===== src/rtl/core/tlfq_pkg.sv =====
package tlfq_pkg;

	localparam int MAX_JOBS    = 16;
	localparam int QUEUE_DEPTH = 16;
	localparam int BURST_BITS  = 16;
	localparam int ID_W        = 4;
	localparam int QP_W        = $clog2(QUEUE_DEPTH);
	localparam int QC_W        = $clog2(QUEUE_DEPTH + 1);
	localparam int SLOT_W      = $clog2(MAX_JOBS);

	localparam logic OP_ARRIVE = 1'b0;
	localparam logic OP_TICK   = 1'b1;

	localparam logic [0:0] REG_QUANTUM_TOP = 1'b0;
	localparam logic [0:0] REG_QUANTUM_MID = 1'b1;

	localparam logic [1:0] LVL_TOP = 2'd0;
	localparam logic [1:0] LVL_MID = 2'd1;
	localparam logic [1:0] LVL_BOT = 2'd2;

	typedef struct packed {
		logic       opcode;
		logic [3:0] job_id;
		logic [15:0] burst_len;
	} req_t;

	typedef struct packed {
		logic       accepted;
		logic       run_valid;
		logic [3:0] run_id;
		logic [1:0] run_level;
		logic       finished;
	} rsp_t;

	// Controller to datapath commands.
	typedef struct packed {
		logic load;    // capture the request and read queue heads
		logic execute; // perform the step and register the result
	} cmd_t;

	// Datapath to controller status.
	typedef struct packed {
		logic busy_unused;
	} sts_t;

endpackage


===== src/rtl/core/tlfq_if.sv =====
interface tlfq_req_if;
	logic            valid;
	logic            ready;
	tlfq_pkg::req_t  payload;
	modport source (output valid, output payload, input ready);
	modport sink (input valid, input payload, output ready);
endinterface

interface tlfq_rsp_if;
	logic            valid;
	logic            ready;
	tlfq_pkg::rsp_t  payload;
	modport source (output valid, output payload, input ready);
	modport sink (input valid, input payload, output ready);
endinterface


===== src/rtl/core/tlfq_ctrl.sv =====
module tlfq_ctrl (
	input  logic             clk,
	input  logic             arst_n,
	input  logic             in_valid,
	output logic             in_ready,
	output logic             out_valid,
	input  logic             out_ready,
	output tlfq_pkg::cmd_t   cmd
);

	typedef enum logic [1:0] {
		S_IDLE = 2'b01,
		S_EXEC = 2'b10
	} state_t;

	state_t state_q;
	logic   out_valid_q;

	// A request is taken whenever no step is running and the result slot is free
	// or being emptied this cycle.
	assign in_ready    = (state_q == S_IDLE) && (!out_valid_q || out_ready);
	assign cmd.load    = in_valid && in_ready;
	assign cmd.execute = (state_q == S_EXEC);
	assign out_valid   = out_valid_q;

	// Sequencer and result slot.
	always_ff @(posedge clk or negedge arst_n) begin
		if (!arst_n) begin
			state_q     <= S_IDLE;
			out_valid_q <= 1'b0;
		end else begin
			if (out_valid_q && out_ready) out_valid_q <= 1'b0;
			case (state_q)
				S_IDLE: if (cmd.load) state_q <= S_EXEC;
				S_EXEC: begin
					state_q     <= S_IDLE;
					out_valid_q <= 1'b1;
				end
				default: state_q <= S_IDLE;
			endcase
		end
	end

endmodule


===== src/rtl/core/tlfq_dp.sv =====
module tlfq_dp (
	input  logic             clk,
	input  logic             arst_n,
	input  tlfq_pkg::cmd_t   cmd,
	input  tlfq_pkg::req_t   req,
	input  logic             cfg_we,
	input  logic [0:0]       cfg_idx,
	input  logic [7:0]       cfg_data,
	output tlfq_pkg::rsp_t   rsp
);

	localparam int QP = tlfq_pkg::QP_W;
	localparam int QC = tlfq_pkg::QC_W;
	localparam int BB = tlfq_pkg::BURST_BITS;
	localparam int SW = tlfq_pkg::SLOT_W;
	localparam int IW = tlfq_pkg::ID_W;

	// Queue storage, one memory per level, and burst memory.
	logic [IW-1:0] q0_mem [tlfq_pkg::QUEUE_DEPTH];
	logic [IW-1:0] q1_mem [tlfq_pkg::QUEUE_DEPTH];
	logic [IW-1:0] q2_mem [tlfq_pkg::QUEUE_DEPTH];
	logic [BB-1:0] burst_mem [tlfq_pkg::MAX_JOBS];

	logic [QP-1:0] head_q [3];
	logic [QP-1:0] tail_q [3];
	logic [QC-1:0] cnt_q [3];
	logic          act_valid_q;
	logic [1:0]    act_level_q;
	logic [IW-1:0] act_id_q;
	logic [7:0]    slice_q;
	logic          saved_valid_q;
	logic [7:0]    saved_slice_q;
	logic [7:0]    qtop_q, qmid_q;

	tlfq_pkg::req_t req_q;
	logic [IW-1:0]  h0_q, h1_q, h2_q;
	tlfq_pkg::rsp_t rsp_q;

	assign rsp = rsp_q;

	function automatic logic [QP-1:0] nxt(input logic [QP-1:0] p);
		nxt = (32'(p) + 1 >= tlfq_pkg::QUEUE_DEPTH) ? '0 : p + 1'b1;
	endfunction

	// Load: registered capture of the request and reads of the queue heads.
	always_ff @(posedge clk) begin
		if (cmd.load) begin
			req_q       <= req;
			h0_q        <= q0_mem[head_q[0]];
			h1_q        <= q1_mem[head_q[1]];
			h2_q        <= q2_mem[head_q[2]];
		end
	end

	// Choice of the job to run, from registered heads.
	logic          sel_none, sel_new;
	logic [1:0]    n_level;
	logic [IW-1:0] n_id;
	logic [7:0]    n_slice;
	logic          n_save;

	always_comb begin
		sel_none = 1'b0;
		sel_new  = 1'b0;
		n_level  = act_level_q;
		n_id     = act_id_q;
		n_slice  = slice_q;
		n_save   = 1'b0;
		if (!(act_valid_q && act_level_q != tlfq_pkg::LVL_MID)) begin
			if (cnt_q[0] != '0) begin
				sel_new = 1'b1;
				n_save  = act_valid_q;
				n_id    = h0_q;
				n_level = tlfq_pkg::LVL_TOP;
				n_slice = qtop_q;
			end else if (!act_valid_q) begin
				if (cnt_q[1] != '0) begin
					sel_new = 1'b1;
					n_id    = h1_q;
					n_level = tlfq_pkg::LVL_MID;
					n_slice = saved_valid_q ? saved_slice_q : qmid_q;
				end else if (cnt_q[2] != '0) begin
					sel_new = 1'b1;
					n_id    = h2_q;
					n_level = tlfq_pkg::LVL_BOT;
					n_slice = '0;
				end else begin
					sel_none = 1'b1;
				end
			end
		end
	end

	// Burst of the chosen job, read as a small register file.
	logic [BB-1:0] cur_b, new_b;
	logic [7:0]    new_slice;
	logic          fin, demote0, demote1;
	logic          is_arr, tick_run;

	assign is_arr    = (req_q.opcode == tlfq_pkg::OP_ARRIVE);
	assign tick_run  = !is_arr && !sel_none;
	assign cur_b     = burst_mem[n_id[SW-1:0]];
	assign new_b     = (cur_b != '0) ? cur_b - 1'b1 : cur_b;
	assign new_slice = (n_slice != '0) ? n_slice - 1'b1 : n_slice;
	assign fin       = (new_b == '0);
	assign demote0   = !fin && n_level == tlfq_pkg::LVL_TOP && new_slice == '0;
	assign demote1   = !fin && n_level == tlfq_pkg::LVL_MID && new_slice == '0;

	logic push0_ok, pop0, pop1, pop2, push1, push2;
	assign push0_ok = is_arr && (cnt_q[0] < QC'(tlfq_pkg::QUEUE_DEPTH));
	assign pop0  = tick_run && sel_new && n_level == tlfq_pkg::LVL_TOP;
	assign pop2  = tick_run && sel_new && n_level == tlfq_pkg::LVL_BOT;
	assign pop1  = tick_run && n_level == tlfq_pkg::LVL_MID && (fin || demote1);
	assign push1 = tick_run && demote0 && (cnt_q[1] < QC'(tlfq_pkg::QUEUE_DEPTH));
	assign push2 = tick_run && demote1 && (cnt_q[2] < QC'(tlfq_pkg::QUEUE_DEPTH));

	// Memory writes of the execute cycle.
	always_ff @(posedge clk) begin
		if (cmd.execute) begin
			if (push0_ok) begin
				q0_mem[tail_q[0]] <= req_q.job_id;
				burst_mem[req_q.job_id[SW-1:0]] <= req_q.burst_len[BB-1:0];
			end
			if (tick_run) burst_mem[n_id[SW-1:0]] <= new_b;
			if (push1) q1_mem[tail_q[1]] <= n_id;
			if (push2) q2_mem[tail_q[2]] <= n_id;
		end
	end

	// Pointers, counts and scheduler state.
	always_ff @(posedge clk or negedge arst_n) begin
		if (!arst_n) begin
			for (int i = 0; i < 3; i++) begin
				head_q[i] <= '0;
				tail_q[i] <= '0;
				cnt_q[i]  <= '0;
			end
			act_valid_q   <= 1'b0;
			act_level_q   <= '0;
			act_id_q      <= '0;
			slice_q       <= '0;
			saved_valid_q <= 1'b0;
			saved_slice_q <= '0;
			qtop_q        <= 8'd2;
			qmid_q        <= 8'd4;
		end else begin
			if (cfg_we) begin
				case (cfg_idx)
					tlfq_pkg::REG_QUANTUM_TOP: qtop_q <= cfg_data;
					tlfq_pkg::REG_QUANTUM_MID: qmid_q <= cfg_data;
					default: ;
				endcase
			end
			if (cmd.execute) begin
				if (push0_ok) begin
					tail_q[0] <= nxt(tail_q[0]);
					cnt_q[0]  <= cnt_q[0] + 1'b1;
				end
				if (pop0) begin
					head_q[0] <= nxt(head_q[0]);
					cnt_q[0]  <= cnt_q[0] - 1'b1;
				end
				if (pop1 && !push1) begin
					head_q[1] <= nxt(head_q[1]);
					cnt_q[1]  <= cnt_q[1] - 1'b1;
				end
				if (push1) begin
					tail_q[1] <= nxt(tail_q[1]);
					cnt_q[1]  <= cnt_q[1] + 1'b1;
				end
				if (pop2 && !push2) begin
					head_q[2] <= nxt(head_q[2]);
					cnt_q[2]  <= cnt_q[2] - 1'b1;
				end
				if (push2) begin
					tail_q[2] <= nxt(tail_q[2]);
					cnt_q[2]  <= cnt_q[2] + 1'b1;
				end
				if (tick_run) begin
					if (n_save) begin
						saved_valid_q <= 1'b1;
						saved_slice_q <= slice_q;
					end else if (sel_new && n_level == tlfq_pkg::LVL_MID) begin
						saved_valid_q <= 1'b0;
					end
					act_level_q <= n_level;
					act_id_q    <= n_id;
					slice_q     <= new_slice;
					act_valid_q <= !(fin || demote0 || demote1);
				end
			end
		end
	end

	// Result register.
	always_ff @(posedge clk) begin
		if (cmd.execute) begin
			rsp_q.accepted  <= push0_ok;
			rsp_q.run_valid <= tick_run;
			rsp_q.run_id    <= tick_run ? n_id : '0;
			rsp_q.run_level <= tick_run ? n_level : '0;
			rsp_q.finished  <= tick_run && fin;
		end
	end

endmodule


===== src/rtl/core/three_level_feedback_queue_scheduler.sv =====
// Timing: a request is taken, the step runs in the next cycle, and the result
// is registered at the end of that step and then offered.
// Throughput: a request is not taken while a step runs or while a result waits
// unaccepted, as the queue memories in the datapath are read and then updated.
// Reset: arst_n clears all queues and the active job, and sets the quanta to 2 and 4.
module three_level_feedback_queue_scheduler (
	input  logic       clk,
	input  logic       arst_n,
	tlfq_req_if.sink   req,
	tlfq_rsp_if.source rsp,
	input  logic       cfg_we,
	input  logic [0:0] cfg_idx,
	input  logic [7:0] cfg_data
);

	tlfq_pkg::cmd_t cmd;

	tlfq_ctrl u_ctrl (
		.clk       (clk),
		.arst_n    (arst_n),
		.in_valid  (req.valid),
		.in_ready  (req.ready),
		.out_valid (rsp.valid),
		.out_ready (rsp.ready),
		.cmd       (cmd)
	);

	tlfq_dp u_dp (
		.clk      (clk),
		.arst_n   (arst_n),
		.cmd      (cmd),
		.req      (req.payload),
		.cfg_we   (cfg_we),
		.cfg_idx  (cfg_idx),
		.cfg_data (cfg_data),
		.rsp      (rsp.payload)
	);

endmodule


===== src/flat_wrapper.sv =====
// flat-port wrapper written by rule: the top's interface ports become plain ports
module three_level_feedback_queue_scheduler_flat 
  (clk, arst_n, cfg_we, cfg_idx, cfg_data, req_valid, req_payload, req_ready, rsp_valid, rsp_payload, rsp_ready);
  tlfq_req_if req_i ();
  tlfq_rsp_if rsp_i ();
  input  logic clk;
  input  logic arst_n;
  input  logic cfg_we;
  input  logic [0:0] cfg_idx;
  input  logic [7:0] cfg_data;
  input wire logic [$bits(req_i.valid)-1:0] req_valid;
  input wire logic [$bits(req_i.payload)-1:0] req_payload;
  output wire logic [$bits(req_i.ready)-1:0] req_ready;
  output wire logic [$bits(rsp_i.valid)-1:0] rsp_valid;
  output wire logic [$bits(rsp_i.payload)-1:0] rsp_payload;
  input wire logic [$bits(rsp_i.ready)-1:0] rsp_ready;
  assign req_i.valid = req_valid;
  assign req_i.payload = req_payload;
  assign req_ready = req_i.ready;
  assign rsp_valid = rsp_i.valid;
  assign rsp_payload = rsp_i.payload;
  assign rsp_i.ready = rsp_ready;
  three_level_feedback_queue_scheduler u_core (.clk(clk), .arst_n(arst_n), .req(req_i), .rsp(rsp_i), .cfg_we(cfg_we), .cfg_idx(cfg_idx), .cfg_data(cfg_data));
endmodule

===== config.mk =====
export PLATFORM = sky130hd
export DESIGN_NAME = three_level_feedback_queue_scheduler_flat
export DESIGN_NICKNAME = d
export VERILOG_FILES = /design/src/rtl/core/tlfq_pkg.sv /design/src/rtl/core/tlfq_if.sv /design/src/rtl/core/tlfq_ctrl.sv /design/src/rtl/core/tlfq_dp.sv /design/src/rtl/core/three_level_feedback_queue_scheduler.sv /design/src/flat_wrapper.sv
export SDC_FILE = /design/constraint.sdc
export NUM_CORES = 1
export LEC_CHECK = 0
export BUFFER_PORTS_ARGS = -buffer_cell sky130_fd_sc_hd__buf_2
export CELL_PAD_IN_SITES_DETAIL_PLACEMENT = 0
export CELL_PAD_IN_SITES_GLOBAL_PLACEMENT = 2
export CORE_MARGIN = 3
export CORE_UTILIZATION = 35
export CTS_CLUSTER_DIAMETER = 200
export DETAILED_ROUTE_END_ITERATION = 8
export PLACE_DENSITY_LB_ADDON = 0.08
export SYNTH_ARGS = -nofsm -noshare
export SYNTH_HDL_FRONTEND = slang
export SYNTH_HIERARCHICAL = 1
export SYNTH_SLANG_ARGS = --single-unit

===== constraint.sdc =====
create_clock -name clk -period 16.6 [get_ports clk]
set_clock_uncertainty 0.05 [all_clocks]
set_input_delay 2.49 -clock clk [delete_from_list [all_inputs] [get_ports clk]]
set_output_delay 2.49 -clock clk [all_outputs]
set_load 0.01 [all_outputs]

==> results of run 1 <==
-- final cells by class --
cell class                 instances  area [um^2]
multi-input combinational        946         7440
inverter                          58          228
sequential                       572        16800
clock buffer                      85         1790
tap                              931         1160
clock inverter                    39          425
fill                            6375        40900
timing repair buffer              95          603
-- metal layers --
| metal | vias up | global-route usage | part of all wire |
|---|---|---|---|
| met3 | 80 | 0.0307 | 0.038 |
| met5 | - | 0 | 0 |
| met1 | 7650 | 0.269 | 0.47 |
| li1 | 6681 | - | - |
| met2 | 285 | 0.304 | 0.48 |
| met4 | 0 | 0.0415 | 0.015 |
-- cell usage after synthesis, types with 43 or more instances --
cell type,number,area share
sky130_fd_sc_hd__a211oi_1,74,0.022
sky130_fd_sc_hd__mux2_2,43,0.020
sky130_fd_sc_hd__dfrtp_1,79,0.080
sky130_fd_sc_hd__nand2_1,138,0.021
sky130_fd_sc_hd__a21oi_1,48,0.0097
sky130_fd_sc_hd__edfxtp_1,490,0.59
sky130_fd_sc_hd__nor3_1,68,0.014
sky130_fd_sc_hd__o21ai_0,47,0.0095
sky130_fd_sc_hd__mux4_2,60,0.055
sky130_fd_sc_hd__inv_1,54,0.0082
sky130_fd_sc_hd__clkbuf_1,48,0.0073
sky130_fd_sc_hd__nor2_1,89,0.013
-- stage by stage --
step / hold WS, ns / cells / utilization / cell area (um^2)
3_3_place_gp: 0.423 / 2602 / 0.378 / 26200
4_1_cts: 0.439 / 2726 / 0.410 / 28400
6_report: 0.431 / 2726 / 0.410 / 28400
3_5_place_dp: 0.426 / 2602 / 0.378 / 26200
5_1_grt: 0.472 / 2726 / 0.410 / 28400
2_1_floorplan: 0.392 / 1669 / - / 24800
-- placed cells by master, fill, tap and decap left out, drive strengths merged, types with 4 or more instances in the layout --
cell	count
a222oi	6
bufinv	8
a21boi	22
nor2	89
mux2i	23
nor3	69
and4	9
a211oi	75
o41ai	4
mux4	60
xnor2	20
o211ai	11
mux2	47
nand3	22
ha	27
a21o	7
nand4	9
nand2	138
and3	8
or3	6
a21oi	50
xor2	8
or4	8
a31oi	13
o22ai	4
buf	95
o31ai	9
clkinv	25
and2	24
nor4	39
dfrtp	79
o21ai	47
nand2b	10
edfxtp	490
clkbuf	85
a221oi	27
nor2b	6
inv	63
-- worst register-to-register path, delay by kind of cell, from the launching register on --
family / cells / cell delay [ns]
buffers and inverters: 3 / 1.32
muxes: 1 / 0.38
DFF: 1 / 0.41
adders and majority gates: 2 / 0.78
and+or+nand+nor: 13 / 4.26
AOI/OAI and AO/OA: 7 / 1.34
-- final timing paths --
kind / endpoint / slack [ns]
worst max-delay path: u_core/u_dp/cnt_q[4]$_DFFE_PN0P_ / 7.94
worst min-delay path: u_core/u_dp/act_id_q[3]$_DFFE_PN0P_ / 0.43
worst max register to register: u_core/u_dp/cnt_q[4]$_DFFE_PN0P_ / 7.94
worst min register to register: u_core/u_dp/act_id_q[3]$_DFFE_PN0P_ / 0.43
max in group asynchronous: u_core/u_dp/cnt_q[8]$_DFFE_PN0P_ / 13.66
min in group asynchronous: u_core/u_dp/saved_slice_q[0]$_DFFE_PN0P_ / 1.81
-- flip-flops by register name (all words and copies together) (netlist names), 9 cells and up --
register and count:
u_core/u_dp/q1_mem 64, u_core/u_dp/tail_q 12, u_core/u_dp/rsp 9, u_core/u_dp/req_q 21, u_core/u_dp/burst_mem 256, u_core/u_dp/cnt_q 15
u_core/u_dp/q2_mem 64, u_core/u_dp/head_q 12, u_core/u_dp/q0_mem 64
-- report_power, final --
part / switching, mW / internal (mW)
sequential: 0.0532 / 1.73
clock: 0.601 / 0.894
combinational: 1.44 / 0.610
total: 2.09 / 3.24
-- kinds of logic after synthesis --
family	synth area share
buffers and inverters	0.0270
XOR/XNOR	0.00990
flip-flops	0.677
adder cells (fa/ha/maj)	0.0161
AND/OR/NAND/NOR	0.0940
multiplexers	0.0852
AO/OA/AOI/OAI	0.0907
==> results.sh, run 1 <==
export IMPL_crit_arrival_ns=9.08
export IMPL_row_count=96
export IMPL_path_clk_slew_ns=0.05
export IMPL_timing_reg2reg_worst_path_depth=26
export IMPL_cts_num_sinks=572
export IMPL_die_area_um2=74000
export IMPL_finalSetupTns_ns=0
export IMPL_post_synth_instance_area_um2=24800
export IMPL_die_height_um=272
export IMPL_worstPathMaxFanout=61
export IMPL_dr_pass1_iters=5
export IMPL_run_status="finished clean"
export IMPL_hold_path_startpoint="u_core/u_dp/act_id_q[3]$_DFFE_PN0P_"
export IMPL_synth_flop_cell="sky130_fd_sc_hd__edfxtp_1"
export IMPL_ctsResizeCount=0
export IMPL_hpwl_mm=42.3
export IMPL_timing_max_slew_rel_slack=0.229
export IMPL_core_um2=69300
export IMPL_number_of_antenna_violations_at_the_first_check_in_global_routing=1
export IMPL_holdCritPathClass="reg2reg"
export IMPL_finalNetCount=1806
export IMPL_timing_setup_critical_path_class="reg2reg"
export IMPL_grt_start_max_net_pins=62
export IMPL_tritoncts_clock_tree="yes"
export IMPL_finalHoldViolations=0
export IMPL_via_count_of_the_first_global_routing_pass=15088
export IMPL_routed_via_count=14696
export IMPL_remaining_overflow_grt=0
export IMPL_clock_root_buffer="sky130_fd_sc_hd__clkbuf_16"
export IMPL_grt_pass1_wl_mm=103
export IMPL_report_final_slew_viol_count=0
export IMPL_avgRoutedWirePerCell_um=25.4
export IMPL_drc=0
export IMPL_setup_violations=0
export IMPL_power_static_leakage_nw=9.63
export IMPL_period_minus_slack_ns=8.66
export IMPL_synth_net_count=1734
export IMPL_synth_seq_cells=572
export IMPL_pwr_density_cell_nw_per_um2=187
export IMPL_p_total_mw=5.33
export IMPL_critical_path_cell_count=26
export IMPL_synth_edf_count=490
export IMPL_hold_path_depth=2
export IMPL_beginning_of_the_critical_path="u_core/u_dp/cnt_q[11]$_DFFE_PN0P_"
export IMPL_num_io_pins=46
export IMPL_setup_slack_ns=7.94
export IMPL_startpoint_types="register"
export IMPL_place_congestion=0.773
export IMPL_post_cts_buffers=0
export IMPL_critPathSlowestCell="sky130_fd_sc_hd__or4_1"
export IMPL_dieWidth_um=272
export IMPL_area_growth_pct=14.7
export IMPL_postSynthCellCount=1669
export IMPL_rr_startpoint="u_core/u_dp/cnt_q[11]$_DFFE_PN0P_"
export IMPL_htreeDepth=3
export IMPL_initial_utilization=0.357
export IMPL_ys_types=94
export IMPL_synthArstFlopShare=0.143
export IMPL_portBuffers=45
export IMPL_crit_family="simple AND/OR/NAND/NOR gates"
export IMPL_critical_path_max_stage_delay_ns=0.73
export IMPL_drv_max_cap_violation_count=0
export IMPL_drt_antenna_violating_nets=0
export IMPL_layout_drive_gt1_share=0.196
export IMPL_actual_transition_at_the_worst_max_transition_pin_ns=1.15
export IMPL_cts_hold_buffers_added=0
export IMPL_grt_total_usage=0.188
export IMPL_syn_area_per_cell_um2=14.8
export IMPL_power_ir_vdd_worst_mv=0.0950
export IMPL_detailedRoute_firstIterationViolations=1147
export IMPL_yosys_warnings=6
export IMPL_critical_path_endpoint_type="register"
export IMPL_worstPathBufferInverterCount=3
export IMPL_clock_latency_late_sink_ns=0.61
export IMPL_cts_buffers_inserted=68
export IMPL_maximum_root_to_sink_buffer_count=3
export IMPL_dp_slack_ns=7.94
export IMPL_post_route_period_util=0.521
export IMPL_clock_fmax_ghz=0.116
export IMPL_postRouteWirelength_mm=69.2
export IMPL_setup_repair_after_global_routing_missed_its_margin="false"
export IMPL_worst_path_required_time_ns=17.03
export IMPL_synth_sequential_area_ratio=0.677
export IMPL_detail_route_vias_per_cell=5.39
export IMPL_antenna_cells=0
Note: power is estimated with default switching activity, not from simulation.
==> run 2, diff against run 1 <==
==> constraint.sdc (replaced) <==
create_clock -name clk -period 8.08 [get_ports clk]
set_clock_uncertainty 0.05 [all_clocks]
set_input_delay 1.212 -clock clk [delete_from_list [all_inputs] [get_ports clk]]
set_output_delay 1.212 -clock clk [all_outputs]
set_load 0.01 [all_outputs]
==> results.sh, run 2 (synthesis gave the netlist of run 1 again) <==
export IMPL_run_status="finished clean"
export IMPL_layout_drive_gt1_share=0.202
export IMPL_most_frequent_cells_in_the_layout="490 x sky130_fd_sc_hd__edfxtp_1, 137 x sky130_fd_sc_hd__nand2_1, 79 x sky130_fd_sc_hd__dfrtp_1"
export IMPL_critical_path_endpoint_type="register"
export IMPL_die_height_um=272
export IMPL_holdPathEnd="u_core/u_dp/act_id_q[3]$_DFFE_PN0P_"
export IMPL_routed_via_count=14880
export IMPL_via_count_of_the_first_global_routing_pass=15097
export IMPL_drt_antenna_violating_nets=0
export IMPL_setup_slack_ns=0.701
export IMPL_detailedRoute_firstIterationViolations=1180
export IMPL_drv_max_cap_violation_count=0
export IMPL_pwr_density_cell_nw_per_um2=384
export IMPL_remaining_overflow_grt=0
export IMPL_power_static_leakage_nw=9.66
export IMPL_clkPwrFrac=0.263
export IMPL_hpwl_mm=43.8
export IMPL_finalSetupTns_ns=0
export IMPL_detail_route_vias_per_cell=5.43
export IMPL_finalNetCount=1822
export IMPL_place_congestion=0.827
export IMPL_num_io_pins=46
export IMPL_setup_violations=0
export IMPL_maximum_root_to_sink_buffer_count=3
export IMPL_switching_portion_of_total_power=0.396
export IMPL_drc=0
export IMPL_worstPathMaxFanout=24
export IMPL_clock_root_buffer="sky130_fd_sc_hd__clkbuf_16"
export IMPL_comb_power_share=0.402
export IMPL_rr_startpoint="u_core/u_dp/cnt_q[11]$_DFFE_PN0P_"
export IMPL_hold_path_startpoint="u_core/u_dp/act_id_q[3]$_DFFE_PN0P_"
export IMPL_core_um2=69300
export IMPL_actual_transition_at_the_worst_max_transition_pin_ns=1.18
export IMPL_power_ir_vdd_worst_mv=0.208
export IMPL_holdCritPathClass="reg2reg"
export IMPL_timing_max_slew_rel_slack=0.208
export IMPL_cts_hold_buffers_added=0
export IMPL_tritoncts_clock_tree="yes"
export IMPL_post_cts_buffers=0
export IMPL_worst_path_required_time_ns=8.51
export IMPL_antenna_cells=0
export IMPL_crit_arrival_ns=7.81
export IMPL_layout_cells_most_common="sky130_fd_sc_hd__edfxtp_1"
export IMPL_setup_repair_after_global_routing_missed_its_margin="false"
export IMPL_report_final_slew_viol_count=0
export IMPL_finalHoldViolations=0
export IMPL_post_route_period_util=0.913
export IMPL_period_minus_slack_ns=7.38
export IMPL_largest_reg_flops=256
export IMPL_seqPwrFrac=0.335
export IMPL_postRouteWirelength_mm=70.4
export IMPL_cts_buffers_inserted=68
export IMPL_dieWidth_um=272
export IMPL_hold_path_depth=2
export IMPL_dr_pass1_iters=6
export IMPL_clock_fmax_ghz=0.136
export IMPL_avgRoutedWirePerCell_um=25.7
export IMPL_startpoint_types="register"
export IMPL_p_switching_mw=4.33
export IMPL_reg2reg_slack_ns=0.70
export IMPL_timing_setup_critical_path_class="reg2reg"
export IMPL_grt_start_max_net_pins=61
export IMPL_htreeDepth=3
export IMPL_area_growth_pct=14.9
export IMPL_die_area_um2=74000
export IMPL_internal_power_summed_over_all_cells_mw=6.61
export IMPL_timing_reg2reg_worst_path_depth=26
export IMPL_dp_slack_ns=0.730
export IMPL_clock_latency_late_sink_ns=0.60
export IMPL_row_count=96
export IMPL_cts_num_sinks=572
export IMPL_number_of_antenna_violations_at_the_first_check_in_global_routing=2
export IMPL_p_total_mw=10.9
export IMPL_portBuffers=45
export IMPL_initial_utilization=0.357
export IMPL_crit_reg2reg_capture="u_core/u_dp/cnt_q[4]$_DFFE_PN0P_"
export IMPL_ctsResizeCount=0
export IMPL_grt_pass1_wl_mm=104
export IMPL_path_clk_slew_ns=0.05
export IMPL_fillerInstances=6457
export IMPL_grt_total_usage=0.191
==> run 2: metrics by stage <==
step,hold WS (ns),util,instance area [um^2],instances
finish,0.438,0.411,28500,2742
global placement,0.424,0.381,26400,2618
global route,0.458,0.411,28500,2742
CTS,0.446,0.411,28500,2742
floorplan,0.392,-,24800,1669
detailed placement,0.434,0.381,26400,2618
==> run 2: worst max-delay path: stages, from the launching register on <==
cell and delay [ns]:
sky130_fd_sc_hd__dfrtp_1 0.40, sky130_fd_sc_hd__or4_1 0.74, sky130_fd_sc_hd__o22a_1 0.33, sky130_fd_sc_hd__a211oi_4 0.59, sky130_fd_sc_hd__inv_2 0.38, sky130_fd_sc_hd__buf_4 0.29, sky130_fd_sc_hd__nor3_1 0.14, sky130_fd_sc_hd__nor2_1 0.07
sky130_fd_sc_hd__a32o_1 0.25, sky130_fd_sc_hd__nor2_1 0.14, sky130_fd_sc_hd__ha_1 0.29, sky130_fd_sc_hd__o31ai_1 0.11, sky130_fd_sc_hd__nor4_1 0.33, sky130_fd_sc_hd__nand4_1 0.20, sky130_fd_sc_hd__nor2_1 0.14, sky130_fd_sc_hd__buf_4 0.15
sky130_fd_sc_hd__and3_1 0.16, sky130_fd_sc_hd__mux2_2 0.38, sky130_fd_sc_hd__nand4_4 0.16, sky130_fd_sc_hd__nand2_1 0.15, sky130_fd_sc_hd__or4_1 0.60, sky130_fd_sc_hd__fa_1 0.45, sky130_fd_sc_hd__a21o_1 0.17, sky130_fd_sc_hd__a21oi_1 0.16
sky130_fd_sc_hd__and4_1 0.22, sky130_fd_sc_hd__and2_1 0.13, sky130_fd_sc_hd__a21oi_1 0.04
==> run 2: routing by layer <==
layer | vias to the layer above | wire (um) | GRT usage
met4 | 0 | 1350 | 0.0446
met2 | 341 | 32900 | 0.304
met1 | 7750 | 33100 | 0.275
met3 | 81 | 3110 | 0.0328
li1 | 6708 | - | -
met5 | - | 0 | 0
==> run 2: worst max path at each step <==
stage / startpoint / endpoint / slack [ns] / depth (start not counted)
global route: u_core/u_dp/cnt_q[11]$_DFFE_PN0P_ / u_core/u_dp/cnt_q[4]$_DFFE_PN0P_ / 0.21 / 26
floorplan: u_core/u_dp/cnt_q[11]$_DFFE_PN0P_ / u_core/u_dp/cnt_q[4]$_DFFE_PN0P_ / 1.55 / 28
finish: u_core/u_dp/cnt_q[11]$_DFFE_PN0P_ / u_core/u_dp/cnt_q[4]$_DFFE_PN0P_ / 0.70 / 26
global placement: u_core/u_dp/cnt_q[11]$_DFFE_PN0P_ / u_core/u_dp/cnt_q[4]$_DFFE_PN0P_ / 0.89 / 23
detailed placement: u_core/u_dp/cnt_q[11]$_DFFE_PN0P_ / u_core/u_dp/cnt_q[4]$_DFFE_PN0P_ / 0.73 / 26
CTS: u_core/u_dp/cnt_q[11]$_DFFE_PN0P_ / u_core/u_dp/cnt_q[4]$_DFFE_PN0P_ / 0.68 / 26
==> run 2: power by group through the flow <==
stage               logic [mW]  registers [mW]  clock network, mW
floorplan                 2.82            3.68                  0
global placement          4.42            3.72                  0
detailed placement        4.41            3.73                  0
CTS                       4.42            3.67               2.97
global route              4.79            3.68               3.09
finish                    4.39            3.67               2.88
==> run 2: final cells by class <==
class / instances / area (um^2) / area share
multi-input combinational: 946 / 7450 / 0.262
tap: 931 / 1160 / 0.0409
timing repair buffer: 111 / 761 / 0.0267
clock buffer: 89 / 1830 / 0.0644
clock inverter: 35 / 249 / 0.00875
sequential: 572 / 16800 / 0.589
inverter: 58 / 228 / 0.00800
